[src/rtl/core/hufd_pkg.sv]
// shared types and constants for the huffman tree byte decoder
`timescale 1ns / 1ps
`default_nettype none

package hufd_pkg;

   // node values: 0..255 leaf byte, 256..511 internal node
   localparam int NODE_W     = 9;
   localparam int BYTE_W     = 8;
   localparam int LEAF_MAX   = 'hFF;
   localparam int SIZE_W     = 32;
   localparam int CSR_IDX_W  = 1;

   // at most this many result words per data word
   localparam int RESULT_CAP = 32;
   localparam int RES_CNT_W  = 6;

   // fixed part of the request tdata: op, entry_index, entry_value
   localparam int OP_W       = 2;
   localparam int IN_FIXED_W = OP_W + NODE_W + NODE_W;

   // request op codes
   localparam logic [OP_W-1:0] OP_LOAD  = 2'd0;
   localparam logic [OP_W-1:0] OP_DATA  = 2'd1;
   localparam logic [OP_W-1:0] OP_START = 2'd2;

   // configuration register indexes
   localparam logic [CSR_IDX_W-1:0] CSR_ROOT_NODE   = 1'd0;
   localparam logic [CSR_IDX_W-1:0] CSR_OUTPUT_SIZE = 1'd1;

   // controller to datapath commands
   typedef struct packed {
      logic load;      // write one tree entry
      logic start;     // restart the stream
      logic word_go;   // latch a data word and clear per-word counters
      logic step;      // walk one bit
      logic flush;     // hand the held byte to the output with tlast
   } hufd_cmd_type;

   // datapath to controller status
   typedef struct packed {
      logic walk_done;   // no read pending and no bit, byte count or result room left for this word
      logic flush_done;  // held byte gone or leaving this cycle
   } hufd_sts_type;

   function automatic logic node_is_leaf(input logic [NODE_W-1:0] node);
      node_is_leaf = (node <= NODE_W'(LEAF_MAX));
   endfunction

endpackage

`default_nettype wire

[src/rtl/core/hufd_ram.sv]
// generic single write port ram with registered read
`timescale 1ns / 1ps
`default_nettype none

module hufd_ram #(
   parameter int WIDTH = 9,
   parameter int DEPTH = 512
) (
   input  logic                     clock,
   input  logic                     wr_en,
   input  logic [$clog2(DEPTH)-1:0] wr_addr,
   input  logic [WIDTH-1:0]         wr_data,
   input  logic                     rd_en,
   input  logic [$clog2(DEPTH)-1:0] rd_addr,
   output logic [WIDTH-1:0]         rd_data
);

   logic [WIDTH-1:0] mem_ff [DEPTH];

   always_ff @(posedge clock) begin
      if (wr_en) begin
         mem_ff[wr_addr] <= wr_data;
      end
      if (rd_en) begin
         rd_data <= mem_ff[rd_addr];
      end
   end

endmodule

`default_nettype wire

[src/rtl/core/hufd_ctrl.sv]
// controller state machine for the huffman tree byte decoder
`timescale 1ns / 1ps
`default_nettype none

module hufd_ctrl (
   input  logic                        clock,
   input  logic                        reset,
   input  logic                        req_tvalid,
   output logic                        req_tready,
   input  logic [hufd_pkg::OP_W-1:0]   req_op,
   input  hufd_pkg::hufd_sts_type      sts,
   output hufd_pkg::hufd_cmd_type      cmd
);

   localparam logic [1:0] S_IDLE  = 2'd0;
   localparam logic [1:0] S_WALK  = 2'd1;
   localparam logic [1:0] S_FLUSH = 2'd2;

   logic [1:0] state_ff;
   logic [1:0] state_in;
   logic       req_acc;

   assign req_tready = (state_ff == S_IDLE);
   assign req_acc    = req_tvalid && req_tready;

   always_comb begin
      cmd      = '0;
      state_in = state_ff;
      unique case (state_ff)
         S_IDLE: begin
            if (req_acc) begin
               unique case (req_op)
                  hufd_pkg::OP_LOAD:  cmd.load = 1'b1;
                  hufd_pkg::OP_START: cmd.start = 1'b1;
                  hufd_pkg::OP_DATA: begin
                     cmd.word_go = 1'b1;
                     state_in    = S_WALK;
                  end
                  default: ;
               endcase
            end
         end
         S_WALK: begin
            cmd.step = 1'b1;
            if (sts.walk_done) begin
               state_in = S_FLUSH;
            end
         end
         S_FLUSH: begin
            cmd.flush = 1'b1;
            if (sts.flush_done) begin
               state_in = S_IDLE;
            end
         end
         default: state_in = S_IDLE;
      endcase
   end

   always_ff @(posedge clock) begin
      if (reset) begin
         state_ff <= S_IDLE;
      end else begin
         state_ff <= state_in;
      end
   end

endmodule

`default_nettype wire

[src/rtl/core/hufd_datapath.sv]
// tree walk datapath, tree table, held byte and output register
`timescale 1ns / 1ps
`default_nettype none

module hufd_datapath #(
   parameter int WORD_BITS    = 32,
   parameter int TREE_ENTRIES = 512
) (
   input  logic                             clock,
   input  logic                             reset,
   input  hufd_pkg::hufd_cmd_type           cmd,
   output hufd_pkg::hufd_sts_type           sts,
   input  logic [hufd_pkg::NODE_W-1:0]      entry_index,
   input  logic [hufd_pkg::NODE_W-1:0]      entry_value,
   input  logic [WORD_BITS-1:0]             data_word,
   input  logic                             csr_we,
   input  logic [hufd_pkg::CSR_IDX_W-1:0]   csr_index,
   input  logic [hufd_pkg::SIZE_W-1:0]      csr_wdata,
   output logic                             rsp_tvalid,
   input  logic                             rsp_tready,
   output logic [hufd_pkg::BYTE_W-1:0]      out_byte,
   output logic                             last_of_run,
   output logic                             finished
);

   localparam int NW = hufd_pkg::NODE_W;
   localparam int AW = $clog2(TREE_ENTRIES);
   localparam int IW = $clog2(WORD_BITS + 1);
   localparam int CW = hufd_pkg::RES_CNT_W;
   localparam int SW = hufd_pkg::SIZE_W;
   localparam int BW = hufd_pkg::BYTE_W;

   // registers
   logic [NW-1:0]        root_ff;
   logic [SW-1:0]        size_ff;
   logic [NW-1:0]        node_ff, node_in;
   logic [SW-1:0]        bytes_left_ff, bytes_left_in;
   logic                 pend_ff, pend_in;
   logic                 oob_ff;
   logic [WORD_BITS-1:0] word_ff, word_in;
   logic [IW-1:0]        bit_cnt_ff, bit_cnt_in;
   logic [CW-1:0]        res_cnt_ff, res_cnt_in;
   logic                 hold_v_ff, hold_v_in;
   logic [BW-1:0]        hold_byte_ff;
   logic                 hold_fin_ff;
   logic                 out_v_ff, out_v_in;
   logic [BW-1:0]        out_byte_ff;
   logic                 out_last_ff;
   logic                 out_fin_ff;

   // walk logic
   logic [NW-1:0]   rd_data;
   logic [NW-1:0]   post;
   logic [NW-1:0]   w;
   logic            a_emit;
   logic            b_emit;
   logic            b_read;
   logic            can_b;
   logic            emit;
   logic [BW-1:0]   emit_byte;
   logic            emit_fin;
   logic            bl_zero_a;
   logic [CW-1:0]   res_a;
   logic            stall;
   logic            adv;
   logic            out_free;
   logic            push_step;
   logic            push_flush;
   logic [NW-1:0]   rd_addr_full;
   logic            rd_en;
   logic            wr_en;

   // node reached by the previous bit's table read, out of range reads give node 0
   assign post      = oob_ff ? '0 : rd_data;
   assign a_emit    = pend_ff && hufd_pkg::node_is_leaf(post);
   assign w         = pend_ff ? (a_emit ? root_ff : post) : node_ff;
   assign bl_zero_a = a_emit ? (bytes_left_ff == SW'(1)) : (bytes_left_ff == '0);
   assign res_a     = res_cnt_ff + CW'(a_emit);

   // start the next bit unless the word, counter or result cap is used up;
   // a resolved leaf followed by a leaf root holds the next bit back (at most one byte per cycle)
   assign can_b = (bit_cnt_ff != IW'(WORD_BITS)) && !bl_zero_a
                  && (res_a != CW'(hufd_pkg::RESULT_CAP))
                  && !(a_emit && hufd_pkg::node_is_leaf(w));
   assign b_read = can_b && !hufd_pkg::node_is_leaf(w);
   assign b_emit = can_b && hufd_pkg::node_is_leaf(w);

   assign emit      = a_emit || b_emit;
   assign emit_byte = a_emit ? post[BW-1:0] : w[BW-1:0];
   assign emit_fin  = (bytes_left_ff == SW'(1));

   assign out_free   = !out_v_ff || rsp_tready;
   assign stall      = cmd.step && emit && hold_v_ff && !out_free;
   assign adv        = cmd.step && !stall;
   assign push_step  = adv && emit && hold_v_ff;
   assign push_flush = cmd.flush && hold_v_ff && out_free;

   assign sts.walk_done  = !pend_ff && ((bit_cnt_ff == IW'(WORD_BITS))
                           || (bytes_left_ff == '0)
                           || (res_cnt_ff == CW'(hufd_pkg::RESULT_CAP)));
   assign sts.flush_done = !hold_v_ff || out_free;

   // child entry of internal node n on bit b is (n - 256) * 2 + b
   assign rd_addr_full = {w[BW-1:0], word_ff[0]};
   assign rd_en        = adv && b_read;
   assign wr_en        = cmd.load && ({1'b0, entry_index} < (NW+1)'(TREE_ENTRIES));

   hufd_ram #(
      .WIDTH(NW),
      .DEPTH(TREE_ENTRIES)
   ) u_tree_ram (
      .clock  (clock),
      .wr_en  (wr_en),
      .wr_addr(entry_index[AW-1:0]),
      .wr_data(entry_value),
      .rd_en  (rd_en),
      .rd_addr(rd_addr_full[AW-1:0]),
      .rd_data(rd_data)
   );

   always_comb begin
      node_in       = node_ff;
      pend_in       = pend_ff;
      bytes_left_in = bytes_left_ff;
      word_in       = word_ff;
      bit_cnt_in    = bit_cnt_ff;
      res_cnt_in    = res_cnt_ff;
      hold_v_in     = hold_v_ff;
      out_v_in      = out_v_ff;
      if (cmd.start) begin
         node_in       = root_ff;
         pend_in       = 1'b0;
         bytes_left_in = size_ff;
      end
      if (cmd.word_go) begin
         word_in    = data_word;
         bit_cnt_in = '0;
         res_cnt_in = '0;
      end
      if (adv) begin
         node_in = b_emit ? root_ff : w;
         pend_in = b_read;
         if (emit) begin
            bytes_left_in = bytes_left_ff - SW'(1);
            res_cnt_in    = res_cnt_ff + CW'(1);
            hold_v_in     = 1'b1;
         end
         if (can_b) begin
            word_in    = word_ff >> 1;
            bit_cnt_in = bit_cnt_ff + IW'(1);
         end
      end
      if (push_flush) begin
         hold_v_in = 1'b0;
      end
      if (push_step || push_flush) begin
         out_v_in = 1'b1;
      end else if (rsp_tready) begin
         out_v_in = 1'b0;
      end
   end

   always_ff @(posedge clock) begin
      if (reset) begin
         root_ff       <= '0;
         size_ff       <= '0;
         node_ff       <= '0;
         pend_ff       <= 1'b0;
         bytes_left_ff <= '0;
         bit_cnt_ff    <= '0;
         res_cnt_ff    <= '0;
         hold_v_ff     <= 1'b0;
         out_v_ff      <= 1'b0;
      end else begin
         if (csr_we) begin
            case (csr_index)
               hufd_pkg::CSR_ROOT_NODE:   root_ff <= csr_wdata[NW-1:0];
               hufd_pkg::CSR_OUTPUT_SIZE: size_ff <= csr_wdata;
               default: ;
            endcase
         end
         node_ff       <= node_in;
         pend_ff       <= pend_in;
         bytes_left_ff <= bytes_left_in;
         bit_cnt_ff    <= bit_cnt_in;
         res_cnt_ff    <= res_cnt_in;
         hold_v_ff     <= hold_v_in;
         out_v_ff      <= out_v_in;
      end
   end

   // payload registers
   always_ff @(posedge clock) begin
      word_ff <= word_in;
      if (rd_en) begin
         oob_ff <= ({1'b0, rd_addr_full} >= (NW+1)'(TREE_ENTRIES));
      end
      if (adv && emit) begin
         hold_byte_ff <= emit_byte;
         hold_fin_ff  <= emit_fin;
      end
      if (push_step || push_flush) begin
         out_byte_ff <= hold_byte_ff;
         out_fin_ff  <= hold_fin_ff;
         out_last_ff <= push_flush;
      end
   end

   assign rsp_tvalid  = out_v_ff;
   assign out_byte    = out_byte_ff;
   assign last_of_run = out_last_ff;
   assign finished    = out_fin_ff;

`ifndef SYNTH
   a_bytes_left_only_drops : assert property (@(posedge clock) disable iff (reset)
      !cmd.start |=> bytes_left_ff <= $past(bytes_left_ff))
      else $error("byte counter rose without a start");

   a_stall_freezes_walk : assert property (@(posedge clock) disable iff (reset)
      stall |=> $stable(node_ff) && $stable(pend_ff) && $stable(bit_cnt_ff))
      else $error("walk advanced during an output stall");

   a_final_byte_ends_walk : assert property (@(posedge clock) disable iff (reset)
      (adv && emit && emit_fin) |=> sts.walk_done)
      else $error("walk continued after the last byte of the stream");
`endif

endmodule

`default_nettype wire

[src/rtl/core/huffman_tree_byte_decoder_unit.sv]
// top level of the huffman tree byte decoder
//
// channel | dir | handshake             | content
// --------+-----+-----------------------+------------------------------------------
// req     | in  | req_tvalid/req_tready | op, entry_index, entry_value, data_word
// rsp     | out | rsp_tvalid/rsp_tready | out_byte, tlast = last_of_run, tuser = finished
// csr     | in  | csr_we                | root node (index 0), output_size (index 1)
//
// load, start and unused op words are taken while idle and do not leave it
// a data word holds req_tready low through its walk and flush: at most one table ram read
// per bit, then resolving the last read, seeing the walk end and handing over the held byte;
// the next word is taken only after that flush, and the walk ends early when the count ends
// a resolved leaf followed by a leaf root holds the next bit back
// output stalls freeze the walk; the next word is taken while a byte still waits on rsp
// reset is synchronous; tree table contents are not cleared and need no clearing pass
`timescale 1ns / 1ps
`default_nettype none

module huffman_tree_byte_decoder_unit #(
   parameter int WORD_BITS    = 32,
   parameter int TREE_ENTRIES = 512
) (
   input  logic                                   clock,
   input  logic                                   reset,
   // req word
   input  logic                                   req_tvalid,
   output logic                                   req_tready,
   // tdata from bit 0: op, entry_index, entry_value, data_word, zero pad
   input  logic [((hufd_pkg::IN_FIXED_W + WORD_BITS + 7) / 8) * 8 - 1:0] req_tdata,
   // rsp word
   output logic                                   rsp_tvalid,
   input  logic                                   rsp_tready,
   output logic [hufd_pkg::BYTE_W-1:0]            rsp_tdata,  // out_byte
   output logic                                   rsp_tlast,  // last_of_run
   output logic                                   rsp_tuser,  // finished
   // configuration writes
   input  logic                                   csr_we,
   input  logic [hufd_pkg::CSR_IDX_W-1:0]         csr_index,
   input  logic [hufd_pkg::SIZE_W-1:0]            csr_wdata
);

   localparam int OP_LO  = 0;
   localparam int IDX_LO = hufd_pkg::OP_W;
   localparam int VAL_LO = IDX_LO + hufd_pkg::NODE_W;
   localparam int WRD_LO = VAL_LO + hufd_pkg::NODE_W;

   // unpacked request fields
   logic [hufd_pkg::OP_W-1:0]   req_op;
   logic [hufd_pkg::NODE_W-1:0] req_entry_index;
   logic [hufd_pkg::NODE_W-1:0] req_entry_value;
   logic [WORD_BITS-1:0]        req_data_word;

   hufd_pkg::hufd_cmd_type cmd;
   hufd_pkg::hufd_sts_type sts;

   assign req_op          = req_tdata[OP_LO +: hufd_pkg::OP_W];
   assign req_entry_index = req_tdata[IDX_LO +: hufd_pkg::NODE_W];
   assign req_entry_value = req_tdata[VAL_LO +: hufd_pkg::NODE_W];
   assign req_data_word   = req_tdata[WRD_LO +: WORD_BITS];

   // controller: accepts words while idle, sequences walk and flush
   hufd_ctrl u_ctrl (
      .clock     (clock),
      .reset     (reset),
      .req_tvalid(req_tvalid),
      .req_tready(req_tready),
      .req_op    (req_op),
      .sts       (sts),
      .cmd       (cmd)
   );

   // datapath: tree ram, walk registers, held byte for tlast lookahead, output register
   hufd_datapath #(
      .WORD_BITS   (WORD_BITS),
      .TREE_ENTRIES(TREE_ENTRIES)
   ) u_datapath (
      .clock      (clock),
      .reset      (reset),
      .cmd        (cmd),
      .sts        (sts),
      .entry_index(req_entry_index),
      .entry_value(req_entry_value),
      .data_word  (req_data_word),
      .csr_we     (csr_we),
      .csr_index  (csr_index),
      .csr_wdata  (csr_wdata),
      .rsp_tvalid (rsp_tvalid),
      .rsp_tready (rsp_tready),
      .out_byte   (rsp_tdata),
      .last_of_run(rsp_tlast),
      .finished   (rsp_tuser)
   );

endmodule

`default_nettype wire

[config.mk]
export PLATFORM = sky130hd
export DESIGN_NAME = huffman_tree_byte_decoder_unit
export DESIGN_NICKNAME = d
export VERILOG_FILES = /design/src/rtl/core/hufd_pkg.sv /design/src/rtl/core/hufd_ram.sv /design/src/rtl/core/hufd_ctrl.sv /design/src/rtl/core/hufd_datapath.sv /design/src/rtl/core/huffman_tree_byte_decoder_unit.sv
export SDC_FILE = /design/constraint.sdc
export NUM_CORES = 2
export LEC_CHECK = 0
export ABC_AREA = 0
export BUFFER_PORTS_ARGS = -buffer_cell sky130_fd_sc_hd__clkbuf_2
export CORE_MARGIN = 10
export CORE_UTILIZATION = 50
export CTS_CLUSTER_DIAMETER = 60
export DETAILED_ROUTE_END_ITERATION = 6
export PLACE_DENSITY = 0.68
export RECOVER_POWER = 50
export SYNTH_ARGS = -nofsm -noshare
export SYNTH_HDL_FRONTEND = slang
export SYNTH_HIERARCHICAL = 1
export SYNTH_MEMORY_MAX_BITS = 65536
export SYNTH_SLANG_ARGS = --single-unit
[constraint.sdc]
create_clock -name clock -period 10.33 [get_ports clock]
set_input_delay 1.033 -clock clock [delete_from_list [all_inputs] [get_ports clock]]
set_output_delay 1.033 -clock clock [all_outputs]
set_load 0.005 [all_outputs]
==> summary.md <==
| Metric | Value |
|---|---|
| Internal power | 34.3 mW |
| Tcrit/Tclk final | 0.732 |
| All-Layer GR Usage | 0.228 |
| Die Y | about 630 um |
| Logic gate share of total power | 0.183 |
| Post-Place Worst Slack | slightly below 5 ns |
| Slew Viols, Final | 1734 |
| CTS root buffer | clkbuf_16 |
| Startpoint Class | primary input |
| Register area share after synthesis | 0.760 |
| Crit-path leading delay family | buffers and inverters |
| Unique masters post-synth | 84 |
| Share of post-route cells with drive strength above 1 | 0.166 |
| Number of global-route vias before repair | 95674 |
| Synth Net Count | 9821 |
| Pre-Repair DR Iteration Count | 6 |
| Vias per cell | ~6.4 |
| Synth Area in XOR/XNOR | 0.0000938 |
| CTS tree | yes |
| Post-Synth Adder-Cell Area | 0.000536 |
| Dpl cell area | approximately 190000 sq um |
| Commonest non-fill, non-tap cell in the layout | edfxtp_1 |
| Violated checks | capacitance limit, slew limit |
| Final WL | 469 mm |
| Critical setup path kind | primary input to flop |
| Die X-Extent | 631 um |
| Final instance area | just over 200000 sq um |
| Synthesis Warnings | 6 |
| Pwr per Cell Area | about 220 nW/um^2 |
| Hold crit path type | primary input to flop |
| Wire per inst | roughly 31 um |
| Final #Nets | between 9000 and 10000 |
| Largest fanout on the critical path | ~120 |
| Post-synthesis compound-gate area fraction | 0.0487 |
| Relative slew slack | -3.06 |
| Port bufs | about 100 |
| Final ANT Viol Nets | 0 |
| Psw | between 10 and 15 mW |
| Post-CTS sizing | 0 |
| Clock Tree Buf Depth | 4 |
| Die area | about 400000 sq um |
| Critical Path AT | 7.83 ns |
| Final Hold Fails | 0 |
| Leak | roughly 65 nW |
| H-Tree Depth | 5 |
| Post-Synth Simple-Gate Area | 0.0310 |
| Maxcap violations | 21 |
| Clk slew on worst S/H paths | about 0.060 ns |
| Post-route setup TNS | 0 ns |
| Post CTS Setup Buffer Count | 0 |
| Site Rows | approximately 220 |
| Skew-Pair Late Insertion Delay | between 1 and 1.5 ns |
| Area growth from synthesis to layout | 10.6% |
| R2R Path Start | u_datapath/pend_ff$_SDFFE_PP0P_ |
| Avg Cell Area, Syn | 19.2 sq um |
| RSZ-0062 raised after global routing | false |
| Tot Pwr | between 40 and 50 mW |
| Mapped cell area | 187000 sq um |
| IO Count | 106 |
| CP cell instances | clkbuf_1 > clkbuf_1 |
| Sequential power share | 0.462 |
| Worst hold path startpoint | csr_wdata[20] |
| Worst slew pin tran | roughly 6.1 ns |
| Worst EP required | ~11 ns |
| Flops & latches, synth | roughly 4800 |
| Fin util | 0.555 |
| Sw Share | 0.261 |
| Fmax | roughly 130 MHz |
| Setup violators final | 0 |
| Clk_skew | a little under 0.09 ns |
| Final WS setup | ~2.8 ns |
| Buf/Inv on CP | 2 |
| Clock power share | 0.356 |
| Synth Flop Type | edfxtp_1 |
| Commonest cells after routing, fill and taps aside | edfxtp_1 (4636), mux2i_1 (919), mux4_2 (747) |
| Gr ovfl total | 0 |
| CP Capture Type | flop |
| Post-CTS Hold Fix Bufs | 0 |
| Cts bufs inserted | ~460 |
| Sink Count | about 4800 |
| Flop-to-flop setup slack | between 3 and 4 ns |
| Drt drc | 0 |
| Outcome | complete, but fails checks |
| Core area | around 370000 sq um |
| DP HPWL | between 200 and 300 mm |
| Post-synth EDFFs | around 4600 |
| Initial antenna violation count | 39 |
| Mux contribution to synthesized area | 0.140 |
| Via count | 97322 |
| Post-synthesis cell count | 9719 |
| Slowest Stage Delay on Critical Path | 3.87 ns |
| CP startpoint | req_tdata[16] |
| Synth async-reset ratio | 0 |
| Largest net degree at the start of global routing | about 200 |
| Main combinational cell family by area after synthesis | multiplexers |
| First-pass GRT wire length | a little under 700 mm |
| Number of fill cells | between 20000 and 30000 |
| Slowest-stage cell, CP | clkbuf_1 |
| Cell mode on critical path | clkbuf_1 |
| Initial drt markers | 12514 |
| Maximum vdd ir drop | roughly 240 uV |
| GPL Wtd Cong | roughly 0.85 |
| Initial core utilization | 0.502 |
| Fin crit period | around 7.6 ns |
-- power groups by stage --
stage / Clock [mW] / Sequential [mW] / Combinational, mW
after floorplan: 0 / 21.8 / 6.51
after global placement: 0 / 21.8 / 8.35
after detailed placement: 0 / 21.8 / 8.47
after CTS: 16.7 / 21.4 / 8.49
after global routing: 17.5 / 21.4 / 8.95
final: 16.5 / 21.4 / 8.49
-- worst min-delay path, stage by stage --
cell	delay, ns
clkbuf_2	0.08
nand2_1	0.05
a21oi_1	0.05
-- state kept, by name, indices dropped and copies added (netlist names) --
signal	count
u_datapath/res_cnt_ff	6
u_datapath/u_tree_ram/rd_data	9
u_datapath/pend_ff	1
u_datapath/bit_cnt_ff	6
u_datapath/node_ff	9
u_datapath/out_byte	8
u_datapath/word_ff	32
u_datapath/hold_fin_ff	1
u_datapath/root_ff	9
u_datapath/bytes_left_ff	32
u_datapath/hold_byte_ff	8
u_datapath/size_ff	32
u_datapath/hold_v_ff	1
u_datapath/rsp_tvalid	1
u_datapath/u_tree_ram/mem_ff	4608
u_ctrl/state_ff	2
u_datapath/last_of_run	1
u_datapath/finished	1
-- cells by family (layout without fill, tap and decap cells) --
kind of cell             count (synthesis)  count (layout)
adder cells (fa/ha/maj)                  8               8
AO/OA/AOI/OAI                         1324            1324
XOR/XNOR                                 2               2
AND/OR/NAND/NOR                       1286            1286
other                                    0              34
flip-flops                            4767            4767
buffers and inverters                  648            1134
multiplexers                          1684            1684
-- stage by stage --
stage / hold WS [ns] / cells
final: 0.262 / 15211
after global routing: 0.248 / 15195
after CTS: 0.191 / 15177
after detailed placement: 0.405 / 14339
after global placement: 0.414 / 14339
after floorplan: 0.400 / 9719
-- Yosys cell counts (70+ instances only) --
cell / number / area [sq um]
o22ai_1: 194 / 1210
nand2_1: 256 / 961
o21ai_0: 149 / 746
mux2i_1: 919 / 9200
nor2_1: 672 / 2520
nand4_1: 70 / 438
mux4_2: 747 / 16800
buf_2: 95 / 475
buf_4: 89 / 668
edfxtp_1: 4636 / 139000
o221ai_1: 426 / 3730
clkbuf_1: 277 / 1040
a21oi_1: 334 / 1670
dfxtp_1: 131 / 2620
nor3_1: 70 / 350
-- area by class of cell --
cell class / count / area (sq um) / share of cell area
antenna: 34 / 85.1 / 0.000412
clock buffer: 562 / 12000 / 0.0583
clock inverter: 276 / 2760 / 0.0134
inverter: 34 / 135 / 0.000654
multi-input combinational: 4304 / 41500 / 0.201
sequential: 4767 / 142000 / 0.687
tap: 4972 / 6220 / 0.0301
timing repair buffer: 262 / 1930 / 0.00937
-- metal layers --
layer  track usage  up-vias  share of wire
met3        0.0425      895          0.096
met5             0        -        0.00025
li1              -    40423              -
met2         0.364     5093           0.48
met4        0.0830       20          0.039
met1         0.317    50891           0.39
-- final timing paths --
check | endpoint | cells past startpoint
hold / removal | u_datapath/size_ff[20]$_SDFFE_PP0P_ | 3
setup / recovery | u_datapath/u_tree_ram/mem_ff[315][5]$_DFFE_PP_ | 2
setup reg to reg | u_datapath/u_tree_ram/rd_data[0]$_DFFE_PP_ | 12
hold reg to reg | u_datapath/out_byte[0]$_DFFE_PP_ | 0
(Power assumes the default switching activity.)
